<file path="config.mk">
export PLATFORM = sky130hd
export DESIGN_NAME = mesh_packet_dedup_relay_filter
export DESIGN_NICKNAME = d
export VERILOG_FILES = /design/src/mpdrf_pkg.sv /design/src/mpdrf_ctrl.sv /design/src/mpdrf_datapath.sv /design/src/mesh_packet_dedup_relay_filter.sv
export VERILOG_INCLUDE_DIRS = /design/src /design/src/src
export SDC_FILE = /design/constraint.sdc
export NUM_CORES = 2
export LEC_CHECK = 0
export BUFFER_PORTS_ARGS = -buffer_cell sky130_fd_sc_hd__buf_2
export CORE_MARGIN = 4
export CORE_UTILIZATION = 55
export CTS_CLUSTER_DIAMETER = 80
export DETAILED_ROUTE_END_ITERATION = 7
export HOLD_SLACK_MARGIN = 0.05
export PLACE_DENSITY = 0.71
export SLEW_MARGIN = 20
export SYNTH_ARGS = -nofsm -noshare
export SYNTH_HDL_FRONTEND = slang
export SYNTH_SLANG_ARGS = --single-unit
</file>
<file path="constraint.sdc">
create_clock -name clock -period 9 [get_ports clock]
set_clock_uncertainty 0.1 [all_clocks]
set_input_delay 0 -clock clock [delete_from_list [all_inputs] [get_ports clock]]
set_output_delay 0 -clock clock [all_outputs]
set_load 0.02 [all_outputs]
</file>
<file path="src/mesh_packet_dedup_relay_filter_macros.svh">
// Assertion macros shared by the relay filter top level.
`ifndef MESH_PACKET_DEDUP_RELAY_FILTER_MACROS_SVH
`define MESH_PACKET_DEDUP_RELAY_FILTER_MACROS_SVH

// Same-cycle implication, disabled during reset.
`define MPDRF_ASSERT_NOW(label, clk, rst, ante, cons) \
   label: assert property (@(posedge clk) disable iff (rst) (ante) |-> (cons)) \
      else $error("mpdrf same-cycle check failed");

// Next-cycle implication, disabled during reset.
`define MPDRF_ASSERT_NEXT(label, clk, rst, ante, cons) \
   label: assert property (@(posedge clk) disable iff (rst) (ante) |=> (cons)) \
      else $error("mpdrf next-cycle check failed");

`endif

</file>
<file path="src/mpdrf_pkg.sv">
`default_nettype none

package mpdrf_pkg;

   // Field widths fixed by the item formats
   localparam int SRC_W   = 48;
   localparam int PKT_W   = 16;
   localparam int HOP_W   = 8;
   localparam int TIME_W  = 32;
   localparam int SLOT_W  = 4;
   localparam int CSR_IDX_W  = 2;
   localparam int CSR_DATA_W = 32;

   // Configuration register indexes
   localparam logic [CSR_IDX_W-1:0] CSR_TTL_MS    = 2'd0;
   localparam logic [CSR_IDX_W-1:0] CSR_HOP_LIMIT = 2'd1;

   // Configuration reset values
   localparam logic [TIME_W-1:0] TTL_MS_RESET    = 32'd30000;
   localparam logic [HOP_W-1:0]  HOP_LIMIT_RESET = 8'd3;

   typedef struct packed {
      logic [SRC_W-1:0]  source_id;
      logic [PKT_W-1:0]  packet_id;
      logic [HOP_W-1:0]  hop_count;
      logic [TIME_W-1:0] time_ms;
   } req_payload_type;

   typedef struct packed {
      logic              is_duplicate;
      logic              relay;
      logic [HOP_W-1:0]  next_hop_count;
      logic [SLOT_W-1:0] slot_written;
   } rsp_payload_type;

   typedef struct packed {
      logic [SRC_W-1:0]  source;
      logic [PKT_W-1:0]  packet;
      logic [TIME_W-1:0] stamp;
   } entry_type;

   typedef struct packed {
      logic load;
      logic scan;
      logic commit;
   } ctrl_cmd_type;

   typedef struct packed {
      logic hit;
      logic last;
      logic out_free;
   } ctrl_status_type;

   typedef enum logic [1:0] {
      ST_IDLE,
      ST_SCAN,
      ST_FINISH
   } state_type;

endpackage

`default_nettype wire

</file>
<file path="src/mpdrf_ctrl.sv">
`default_nettype none

module mpdrf_ctrl (
   input  logic                       clock,
   input  logic                       reset,
   input  logic                       req_valid,
   output logic                       req_stall,
   input  mpdrf_pkg::ctrl_status_type status,
   output mpdrf_pkg::ctrl_cmd_type    cmd
);
   import mpdrf_pkg::*;

   state_type state_ff;
   state_type state_in;

   // State register
   always_ff @(posedge clock) begin
      if (reset) begin
         state_ff <= ST_IDLE;
      end else begin
         state_ff <= state_in;
      end
   end

   // Next state and commands
   always_comb begin
      state_in   = state_ff;
      cmd        = '0;
      req_stall  = 1'b1;
      case (state_ff)
         ST_IDLE: begin
            req_stall = 1'b0;
            if (req_valid) begin
               cmd.load = 1'b1;
               state_in = ST_SCAN;
            end
         end
         ST_SCAN: begin
            cmd.scan = 1'b1;
            if (status.hit || status.last) begin
               state_in = ST_FINISH;
            end
         end
         ST_FINISH: begin
            if (status.out_free) begin
               cmd.commit = 1'b1;
               state_in   = ST_IDLE;
            end
         end
         default: begin
            state_in = ST_IDLE;
         end
      endcase
   end

endmodule

`default_nettype wire

</file>
<file path="src/mpdrf_datapath.sv">
`default_nettype none

module mpdrf_datapath #(
   parameter int TABLE_DEPTH  = 16,
   parameter int SRC_ID_BYTES = 6
) (
   input  logic                                   clock,
   input  logic                                   reset,
   input  mpdrf_pkg::ctrl_cmd_type                cmd,
   output mpdrf_pkg::ctrl_status_type             status,
   input  mpdrf_pkg::req_payload_type             req_payload,
   input  logic                                   csr_wr_en,
   input  logic [mpdrf_pkg::CSR_IDX_W-1:0]        csr_index,
   input  logic [mpdrf_pkg::CSR_DATA_W-1:0]       csr_wdata,
   output logic                                   rsp_valid,
   input  logic                                   rsp_stall,
   output mpdrf_pkg::rsp_payload_type             rsp_payload
);
   import mpdrf_pkg::*;

   localparam int IDX_W    = (TABLE_DEPTH > 1) ? $clog2(TABLE_DEPTH) : 1;
   localparam int SRC_BITS = (8 * SRC_ID_BYTES > SRC_W) ? SRC_W : 8 * SRC_ID_BYTES;
   localparam logic [SRC_W-1:0] SRC_MASK = {SRC_W{1'b1}} >> (SRC_W - SRC_BITS);
   localparam logic [IDX_W-1:0] LAST_IDX = IDX_W'(TABLE_DEPTH - 1);

   // Entry store and per-entry valid bits
   entry_type               table_mem [TABLE_DEPTH];
   logic [TABLE_DEPTH-1:0]  valid_ff;
   logic [TABLE_DEPTH-1:0]  valid_in;

   // Configuration
   logic [TIME_W-1:0]       ttl_ff;
   logic [HOP_W-1:0]        hop_limit_ff;

   // Item under work
   req_payload_type         item_ff;

   // Scan read stage and evaluate stage
   logic [IDX_W-1:0]        rd_idx_ff;
   logic                    rd_done_ff;
   logic [IDX_W-1:0]        eval_idx_ff;
   logic                    eval_vld_ff;
   entry_type               entry_q_ff;

   // Scan results
   logic                    dup_ff;
   logic                    free_found_ff;
   logic [IDX_W-1:0]        free_idx_ff;
   logic                    have_live_ff;
   logic [IDX_W-1:0]        oldest_idx_ff;
   logic [TIME_W-1:0]       max_age_ff;

   // Result register
   logic                    rsp_valid_ff;
   rsp_payload_type         rsp_ff;
   rsp_payload_type         rsp_in;

   logic                    eval_en;
   logic                    entry_set;
   logic [TIME_W-1:0]       age;
   logic                    expired;
   logic                    live;
   logic                    match;
   logic                    issue;
   logic [IDX_W-1:0]        slot;
   logic                    below_max;

   // Evaluate the entry read last cycle
   always_comb begin
      eval_en   = cmd.scan & eval_vld_ff;
      entry_set = valid_ff[eval_idx_ff];
      age       = item_ff.time_ms - entry_q_ff.stamp;
      expired   = age > ttl_ff;
      live      = entry_set & ~expired;
      match     = live && (entry_q_ff.packet == item_ff.packet_id)
                       && (entry_q_ff.source == item_ff.source_id);
      issue     = cmd.scan & ~rd_done_ff;
      slot      = free_found_ff ? free_idx_ff : oldest_idx_ff;
      below_max = item_ff.hop_count < hop_limit_ff;
   end

   assign status.hit      = eval_en & match;
   assign status.last     = eval_en & (eval_idx_ff == LAST_IDX);
   assign status.out_free = ~rsp_valid_ff | ~rsp_stall;

   // Configuration writes; unknown indexes are ignored
   always_ff @(posedge clock) begin
      if (reset) begin
         ttl_ff       <= TTL_MS_RESET;
         hop_limit_ff <= HOP_LIMIT_RESET;
      end else if (csr_wr_en) begin
         case (csr_index)
            CSR_TTL_MS:    ttl_ff       <= csr_wdata[TIME_W-1:0];
            CSR_HOP_LIMIT: hop_limit_ff <= csr_wdata[HOP_W-1:0];
            default: begin
            end
         endcase
      end
   end

   // Capture the item, masking the source to its configured byte count
   always_ff @(posedge clock) begin
      if (cmd.load) begin
         item_ff <= '{source_id: req_payload.source_id & SRC_MASK,
                      packet_id: req_payload.packet_id,
                      hop_count: req_payload.hop_count,
                      time_ms:   req_payload.time_ms};
      end
   end

   // Issue one table read per scan cycle
   always_ff @(posedge clock) begin
      if (reset) begin
         rd_idx_ff   <= '0;
         rd_done_ff  <= 1'b0;
         eval_vld_ff <= 1'b0;
      end else if (cmd.load) begin
         rd_idx_ff   <= '0;
         rd_done_ff  <= 1'b0;
         eval_vld_ff <= 1'b0;
      end else begin
         eval_vld_ff <= issue & ~status.hit;
         if (issue) begin
            rd_idx_ff <= rd_idx_ff + IDX_W'(1);
            if (rd_idx_ff == LAST_IDX) begin
               rd_done_ff <= 1'b1;
            end
         end
      end
   end

   // Table read port and write port
   always_ff @(posedge clock) begin
      if (issue) begin
         entry_q_ff  <= table_mem[rd_idx_ff];
         eval_idx_ff <= rd_idx_ff;
      end
      if (cmd.commit && !dup_ff) begin
         table_mem[slot] <= '{source: item_ff.source_id,
                              packet: item_ff.packet_id,
                              stamp:  item_ff.time_ms};
      end
   end

   // Drop expired entries as the scan passes; mark the written slot
   always_comb begin
      valid_in = valid_ff;
      if (cmd.commit && !dup_ff) begin
         valid_in[slot] = 1'b1;
      end else if (eval_en && entry_set && expired) begin
         valid_in[eval_idx_ff] = 1'b0;
      end
   end

   always_ff @(posedge clock) begin
      if (reset) begin
         valid_ff <= '0;
      end else begin
         valid_ff <= valid_in;
      end
   end

   // Track duplicate, first free slot and oldest live entry
   always_ff @(posedge clock) begin
      if (reset) begin
         dup_ff        <= 1'b0;
         free_found_ff <= 1'b0;
         have_live_ff  <= 1'b0;
      end else if (cmd.load) begin
         dup_ff        <= 1'b0;
         free_found_ff <= 1'b0;
         have_live_ff  <= 1'b0;
      end else if (eval_en) begin
         if (match) begin
            dup_ff <= 1'b1;
         end else if (!free_found_ff) begin
            if (!live) begin
               free_found_ff <= 1'b1;
               free_idx_ff   <= eval_idx_ff;
            end else if (!have_live_ff || age > max_age_ff) begin
               have_live_ff  <= 1'b1;
               oldest_idx_ff <= eval_idx_ff;
               max_age_ff    <= age;
            end
         end
      end
   end

   // Build the result item
   always_comb begin
      rsp_in.is_duplicate   = dup_ff;
      rsp_in.relay          = ~dup_ff & below_max;
      rsp_in.next_hop_count = (~dup_ff & below_max) ? item_ff.hop_count + HOP_W'(1)
                                                    : item_ff.hop_count;
      rsp_in.slot_written   = dup_ff ? '0 : SLOT_W'(slot);
   end

   // Result register: load on commit, release when taken
   always_ff @(posedge clock) begin
      if (reset) begin
         rsp_valid_ff <= 1'b0;
      end else if (cmd.commit) begin
         rsp_valid_ff <= 1'b1;
      end else if (!rsp_stall) begin
         rsp_valid_ff <= 1'b0;
      end
   end

   always_ff @(posedge clock) begin
      if (cmd.commit) begin
         rsp_ff <= rsp_in;
      end
   end

   assign rsp_valid   = rsp_valid_ff;
   assign rsp_payload = rsp_ff;

endmodule

`default_nettype wire

</file>
<file path="src/mesh_packet_dedup_relay_filter.sv">
// Flow: an item is accepted, the table is scanned, and the result is committed to the result register;
// a duplicate returns earlier, as soon as the scan reaches the matching slot.
// A new item is not accepted until the last one is committed; the scan reads one entry per cycle
// through the single registered read port, and the commit waits for the result register to be free.
// Reset (synchronous, active high) clears all valid bits, restores ttl_ms=30000 and
// the hop limit of 3, and empties the result register; no clearing pass is needed.
`default_nettype none

`include "mesh_packet_dedup_relay_filter_macros.svh"

module mesh_packet_dedup_relay_filter #(
   parameter int TABLE_DEPTH  = 16,
   parameter int SRC_ID_BYTES = 6
) (
   input  logic                              clock,
   input  logic                              reset,
   input  logic                              req_valid,
   output logic                              req_stall,
   input  mpdrf_pkg::req_payload_type        req_payload,
   output logic                              rsp_valid,
   input  logic                              rsp_stall,
   output mpdrf_pkg::rsp_payload_type        rsp_payload,
   input  logic                              csr_wr_en,
   input  logic [mpdrf_pkg::CSR_IDX_W-1:0]   csr_index,
   input  logic [mpdrf_pkg::CSR_DATA_W-1:0]  csr_wdata
);
   import mpdrf_pkg::*;

   ctrl_cmd_type    cmd;
   ctrl_status_type status;

   mpdrf_ctrl u_ctrl (
      .clock     (clock),
      .reset     (reset),
      .req_valid (req_valid),
      .req_stall (req_stall),
      .status    (status),
      .cmd       (cmd)
   );

   mpdrf_datapath #(
      .TABLE_DEPTH  (TABLE_DEPTH),
      .SRC_ID_BYTES (SRC_ID_BYTES)
   ) u_datapath (
      .clock       (clock),
      .reset       (reset),
      .cmd         (cmd),
      .status      (status),
      .req_payload (req_payload),
      .csr_wr_en   (csr_wr_en),
      .csr_index   (csr_index),
      .csr_wdata   (csr_wdata),
      .rsp_valid   (rsp_valid),
      .rsp_stall   (rsp_stall),
      .rsp_payload (rsp_payload)
   );

   // Block stays busy after taking an item
   `MPDRF_ASSERT_NEXT(a_busy_after_accept, clock, reset, req_valid && !req_stall, req_stall)
   // A commit always presents a result next cycle
   `MPDRF_ASSERT_NEXT(a_commit_shows_result, clock, reset, cmd.commit, rsp_valid)
   // A dropped duplicate is never relayed and names no slot
   `MPDRF_ASSERT_NOW(a_dup_no_relay, clock, reset, rsp_valid && rsp_payload.is_duplicate, !rsp_payload.relay && rsp_payload.slot_written == '0)
   // Controller issues at most one command at a time
   `MPDRF_ASSERT_NOW(a_one_cmd, clock, reset, 1'b1, $onehot0({cmd.load, cmd.scan, cmd.commit}))

endmodule

`default_nettype wire
</file>
[Yosys cells after proc, flatten, opt, wreduce, memory -nomap -nowiden]
Memory sizes are Yosys's and may differ from the RTL's. A register that Yosys moved wholly into a read port is not among the register bits.
Cells that the tools add are included.
Storage, ports and cells
  memories: 1
  output and inout bits: 16
  ROM bits: 0
  bits in writable memories: 1536
  latch bits: 0
  flip-flop bits (word level): 230
Cells by class
  mux-type cells: 26
  reductions and logical operators: 24
  order comparisons: 7
  multipliers: 0
  div/mod/pow operators: 0
  add/subtract/negate cells: 3
  bitwise operators: 22
  equal/unequal tests: 11
  shift-type cells: 0
Memory list
  u_datapath.table_mem: words 16, width 96, read ports 1, clocked after memory_dff 1, write ports 1, RTL line mpdrf_datapath.sv:27  | entry_type table_mem [TABLE_DEPTH];
Operator list (count)
  32-bit greater-than comparator: 2
  48-bit equality test: 1
  16-bit 2-to-1 mux: 2
  32-bit subtractor: 1
  16-bit bitwise AND: 1
  16-bit equality test: 1
  16-bit inverter: 1
  16-bit OR: 1
  1-bit 2-to-1 mux: 15
  1-bit inverter: 11
  4-bit by 5-bit < comparator with 1-bit output, second input constant: 2
  2-bit AND reduction: 5
  8-bit by 1-bit adder with 8-bit output, second input constant: 1
  1-bit demux with 4-bit select: 2
  4-bit equality test, second input constant: 2
  4-bit by 1-bit greater-or-equal comparator with 1-bit output, second input constant: 2
  8-bit < comparator: 1
  8-bit 2-to-1 mux: 1
  1-bit bitwise AND: 7
  1-bit logical AND: 7
  7-bit AND reduction: 1
  2-bit 2-to-1 mux: 3
  2-bit case mux with 3 select lines: 1
  6-bit AND reduction: 1
  15 further kinds: 21

[Longest topological paths before layout]
  word-level depth: 10
  gate-level depth with buffers: 23

[Modules after synthesis]
A second synthesis with hierarchy kept.
Second synthesis, totals
  cells, all modules: 3334
  area, all modules: 72315.6 um^2
By module, submodules not included
  mpdrf_datapath: area each 72200.5 um^2, cells each 3319, times used 1, sequential area each 55192.9 um^2
  mpdrf_ctrl: area each 115.1 um^2, cells each 15, times used 1, sequential area each 40.0 um^2

[Worst setup path after synthesis]
No wires, ideal clock.
  path kind: register -> register
  start: register u_ctrl.state_ff[1]
  end: register u_datapath.max_age_ff[0] (enable)
  setup slack: 1976 ps
  data required time: 8487 ps
  period minus slack after synthesis: 7024 ps
  arrival: 6511 ps
  library setup time: 413 ps
  path buffers: 1
  cell stages (with the launch flop): 8
  path through: dfxtp_1 -> or2_2 -> nor2_1 -> or2_2 -> clkbuf_1 -> nor3_1 -> o2111ai_1 -> nor2_1
RTL lines
  start: declaration: RTL line mpdrf_ctrl.sv:13  | state_type state_ff;
  start signal: assignment: RTL line mpdrf_ctrl.sv:21  | state_ff <= state_in;
  end signal: assignment: RTL line mpdrf_datapath.sv:183  | max_age_ff <= age;
  end: declaration: RTL line mpdrf_datapath.sv:51  | logic [TIME_W-1:0] max_age_ff;

[Worst setup path after layout]
  start: register u_datapath.item_ff[0] in the netlist's numbering
  end: register u_datapath.max_age_ff[1] (enable)
On the way
  word-level cells in the longest chain between the ends: 8
RTL lines
  start: declaration: RTL line mpdrf_datapath.sv:36  | req_payload_type item_ff;
  start signal: assignment: RTL line mpdrf_datapath.sv:104  | item_ff <= '{source_id: req_payload.source_id & SRC_MASK,
  32-bit subtractor (*): RTL line mpdrf_datapath.sv:72  | age = item_ff.time_ms - entry_q_ff.stamp;
  via u_datapath.age[30]: RTL line mpdrf_datapath.sv:60  | logic [TIME_W-1:0] age;
  32-bit greater-than comparator: RTL line mpdrf_datapath.sv:73  | expired = age > ttl_ff;
  1-bit inverter: RTL line mpdrf_datapath.sv:74  | live = entry_set & ~expired;
  1-bit bitwise AND: RTL line mpdrf_datapath.sv:74
  1-bit logical AND: RTL line mpdrf_datapath.sv:75  | match = live && (entry_q_ff.packet == item_ff.packet_id)
  1-bit logical AND: RTL line mpdrf_datapath.sv:76  | && (entry_q_ff.source == item_ff.source_id);
  1-bit inverter (no line)
  7-bit AND reduction (no line) (*)
Mark *: on every way through the listed nets, which the timed path passes. The rest lies on a longest branch.
A chain may end at the register's enable or synchronous reset.

==> flow_metrics.tcl <==
set metrics [dict create \
    hpwl_um 78800 \
    finalSetupTns_ns 0 \
    ys.flop_type "edfxtp_1" \
    dieArea_mm2 0.137 \
    wl_um 166000 \
    first_iter_violations 4414 \
    die_w_um 371 \
    filler_cell_count 8329 \
    core.rowCount 132 \
    wire_per_inst_um 28.5 \
    max_stage_delay_ns 0.87 \
    cellPowerDensity_mw_per_mm2 212 \
    ys_async_sr_fraction_pct 0 \
    cts_buffer_depth 3 \
    start_util_pct 55.6 \
    vdd_drop_max_uv 196 \
    grt_pass1_vias 36813 \
    drtAntennaViolNets 0 \
    placement.io_buffers 158 \
    setup_violations 0 \
    gp_congestion 0.829 \
    final_cells 5817 \
    crit_chain "inv_1 > ha_1 > inv_1 > fa_1 > a211oi_1 > o21ai_1 > a22oi_1 > o21ai_2 > nor3b_1 > o311a_1 > o21a_1 > o2111ai_1 > o211ai_1 > ha_1 > nand3_1 > nor3_1 > and4_1 > a311oi_1 > nor2_1 > o2111ai_1 > nor2_4" \
    setup_ws_ns 2.45 \
    syn_avg_cell_area_um2 21.7 \
    antenna_found_initial 3 \
    drv_slew 0 \
    nets 4175 \
    drtPass1Iterations 6 \
    drive_gt1_share_pct 23.7 \
    grt.overflow.total 0 \
    dp.cells 5147 \
    cts_root_buffer "clkbuf_16" \
    grt_max_degree 156 \
    cp_max_fo 36 \
    synth.distinct_cells 68 \
    cts_tree "done" \
    startpoint_type "flip-flop" \
    grt.total_usage_pct 24.5 \
    syn_nets 3578 \
    viasPerCell 6.17 \
    synth_area_mm2 0.0723 \
    utilization_pct 65.1 \
    final_area_mm2 0.0846 \
    postCtsHoldBufs 337 \
    min_path_cells 4 \
    dp_slack_ns 2.56 \
    path_clk_slew_ns 0.06 \
    fmax_ghz 0.153 \
    drc 0 \
    synthCells 3330 \
    vias 35893 \
    ys_seq_area_share_pct 76.4 \
    design.core.area_mm2 0.130 \
    ys_seq_elements 1862 \
    min_period_ns 6.55 \
    tightest_slew_ns 1.13 \
    clock_latency_ns 0.79 \
    grt_pass1_wl_um 244000 \
    htree_levels 4 \
    cp_slowest_cell "nor2_4" \
    whs_ns 0.224 \
    io_pins 159 \
    end_kind "flip-flop" \
    syn_to_final_growth_pct 17.0 \
    layout_commonest_cell "edfxtp_1" \
    place_area_mm2 0.0755 \
    final_cell_mix "edfxtp_1, mux4_2, dlygate4sd3_1" \
    power_mw 17.9 \
    numClockSinks 1862 \
    crit_type "flip-flop to flip-flop" \
    hold_viol 0 \
    post_cts_resized 0 \
    status "finished, final reports clean" \
    reg2regPathDepth 21 \
    rsz0062_at_grt "false" \
    cts_setup_buffers 0 \
    p_leak_nw 27.0 \
    yosys_warnings 0 \
    cts_made_buffers 181 \
    fp.dieH_um 371 \
    drv_cap 0 \
    required_ns 9.30 \
    synth_edf_count 1794 \
    fin_crit_sh_pct 72.8 \
    relSlewSlack_pct 24.4 \
    crit_arrival_ns 6.85 \
    worst_hold_path_type "primary input to flip-flop" \
]
area by class of cell:
cell class	count	area, µm²	share of cell area, %
Timing Repair Buffer	544	4760	5.63
Clock inverter	92	759	0.898
Multi-Input combinational cell	1217	16300	19.2
Inverter	121	454	0.537
Sequential cell	1862	55200	65.3
Antenna cell	3	7.51	0.00888
Tap cell	1742	2180	2.58
Clock buffer	236	4890	5.78
final timing paths:
path | slack, ns | from | to
min reg2reg | 0.38 | u_datapath.ttl_ff[2]$_SDFFE_PP0P_ | u_datapath.ttl_ff[2]$_SDFFE_PP0P_
min | 0.22 | rsp_stall | u_datapath.rsp_payload[6]$_DFFE_PP_
max | 2.45 | u_datapath.item_ff[0]$_DFFE_PP_ | u_datapath.max_age_ff[1]$_DFFE_PP_
max reg2reg | 2.45 | u_datapath.item_ff[0]$_DFFE_PP_ | u_datapath.max_age_ff[1]$_DFFE_PP_
per-layer routing:
metal	track usage, %	part of all wire [%]
met2	39.6	49
met4	7.48	2.7
met3	4.41	8.2
met1	34.7	40
met5	0	0.0078
sequential cells by signal, indices dropped and copies added (netlist names):
| register | count |
|---|---|
| u_datapath.free_idx_ff | 4 |
| u_datapath.rsp_payload | 14 |
| u_datapath.eval_vld_ff | 1 |
| u_datapath.eval_idx_ff | 4 |
| u_datapath.free_found_ff | 1 |
| u_datapath.ttl_ff | 32 |
| u_datapath.item_ff | 104 |
| u_datapath.table_mem | 1536 |
| u_datapath.rsp_valid | 1 |
| u_datapath.rd_idx_ff | 4 |
| u_datapath.dup_ff | 1 |
| u_datapath.valid_ff | 16 |
| u_datapath.rd_done_ff | 1 |
| u_datapath.entry_q_ff | 96 |
| u_datapath.oldest_idx_ff | 4 |
| u_datapath.max_age_ff | 32 |
| u_ctrl.state_ff | 2 |
| u_datapath.hop_limit_ff | 8 |
| u_datapath.have_live_ff | 1 |
critical path: cells and delay by family (launching register included):
kind	cells	cell delay, ns
flip-flops	1	0.59
AO/OA/AOI/OAI	10	2.21
AND/OR/NAND/NOR	6	2.15
adder cells (fa/ha/maj)	3	0.93
buffers and inverters	2	0.17
power breakdown:
group,internal [mW],leakage (nW),switching (mW)
registers,9.60,16.8,0.144
logic,0.461,7.43,0.461
clock network,4.14,2.74,3.13
total,14.2,27.0,3.73
cells by family after synthesis:
group	Yosys count	synth area share (%)
mux	495	15.2
flops	1862	76.4
buf+inv	251	1.31
xor+xnor	100	1.21
fa+ha+maj	105	1.83
simple gates	306	2.01
compound gates	211	2.01
synthesized netlist by cell type (all sizes together) (4+ instances only):
| cell | n | area, µm² |
|---|---|---|
| a21oi | 69 | 349 |
| a211o | 9 | 78.8 |
| xnor2 | 85 | 744 |
| edfxtp | 1794 | 53900 |
| nand2 | 81 | 304 |
| o21bai | 7 | 52.6 |
| a211oi | 15 | 123 |
| mux4 | 485 | 10900 |
| nand4 | 31 | 194 |
| nor3 | 21 | 110 |
| and3 | 4 | 25.0 |
| o21a | 12 | 90.1 |
| or2 | 6 | 37.5 |
| a21o | 38 | 285 |
| buf | 36 | 141 |
| nand3 | 14 | 70.1 |
| ha | 104 | 1300 |
| mux2i | 9 | 90.1 |
| inv | 121 | 454 |
| nor2b | 12 | 75.1 |
| o211ai | 4 | 30.0 |
| dfxtp | 68 | 1360 |
| o2111ai | 4 | 35.0 |
| nor4 | 7 | 43.8 |
| nor3b | 10 | 85.1 |
| xor2 | 15 | 131 |
| o21ai | 22 | 114 |
| nand2b | 6 | 37.5 |
| nor2 | 105 | 404 |
| clkbuf | 94 | 353 |
No activity file was read; power rests on OpenSTA's default activity.
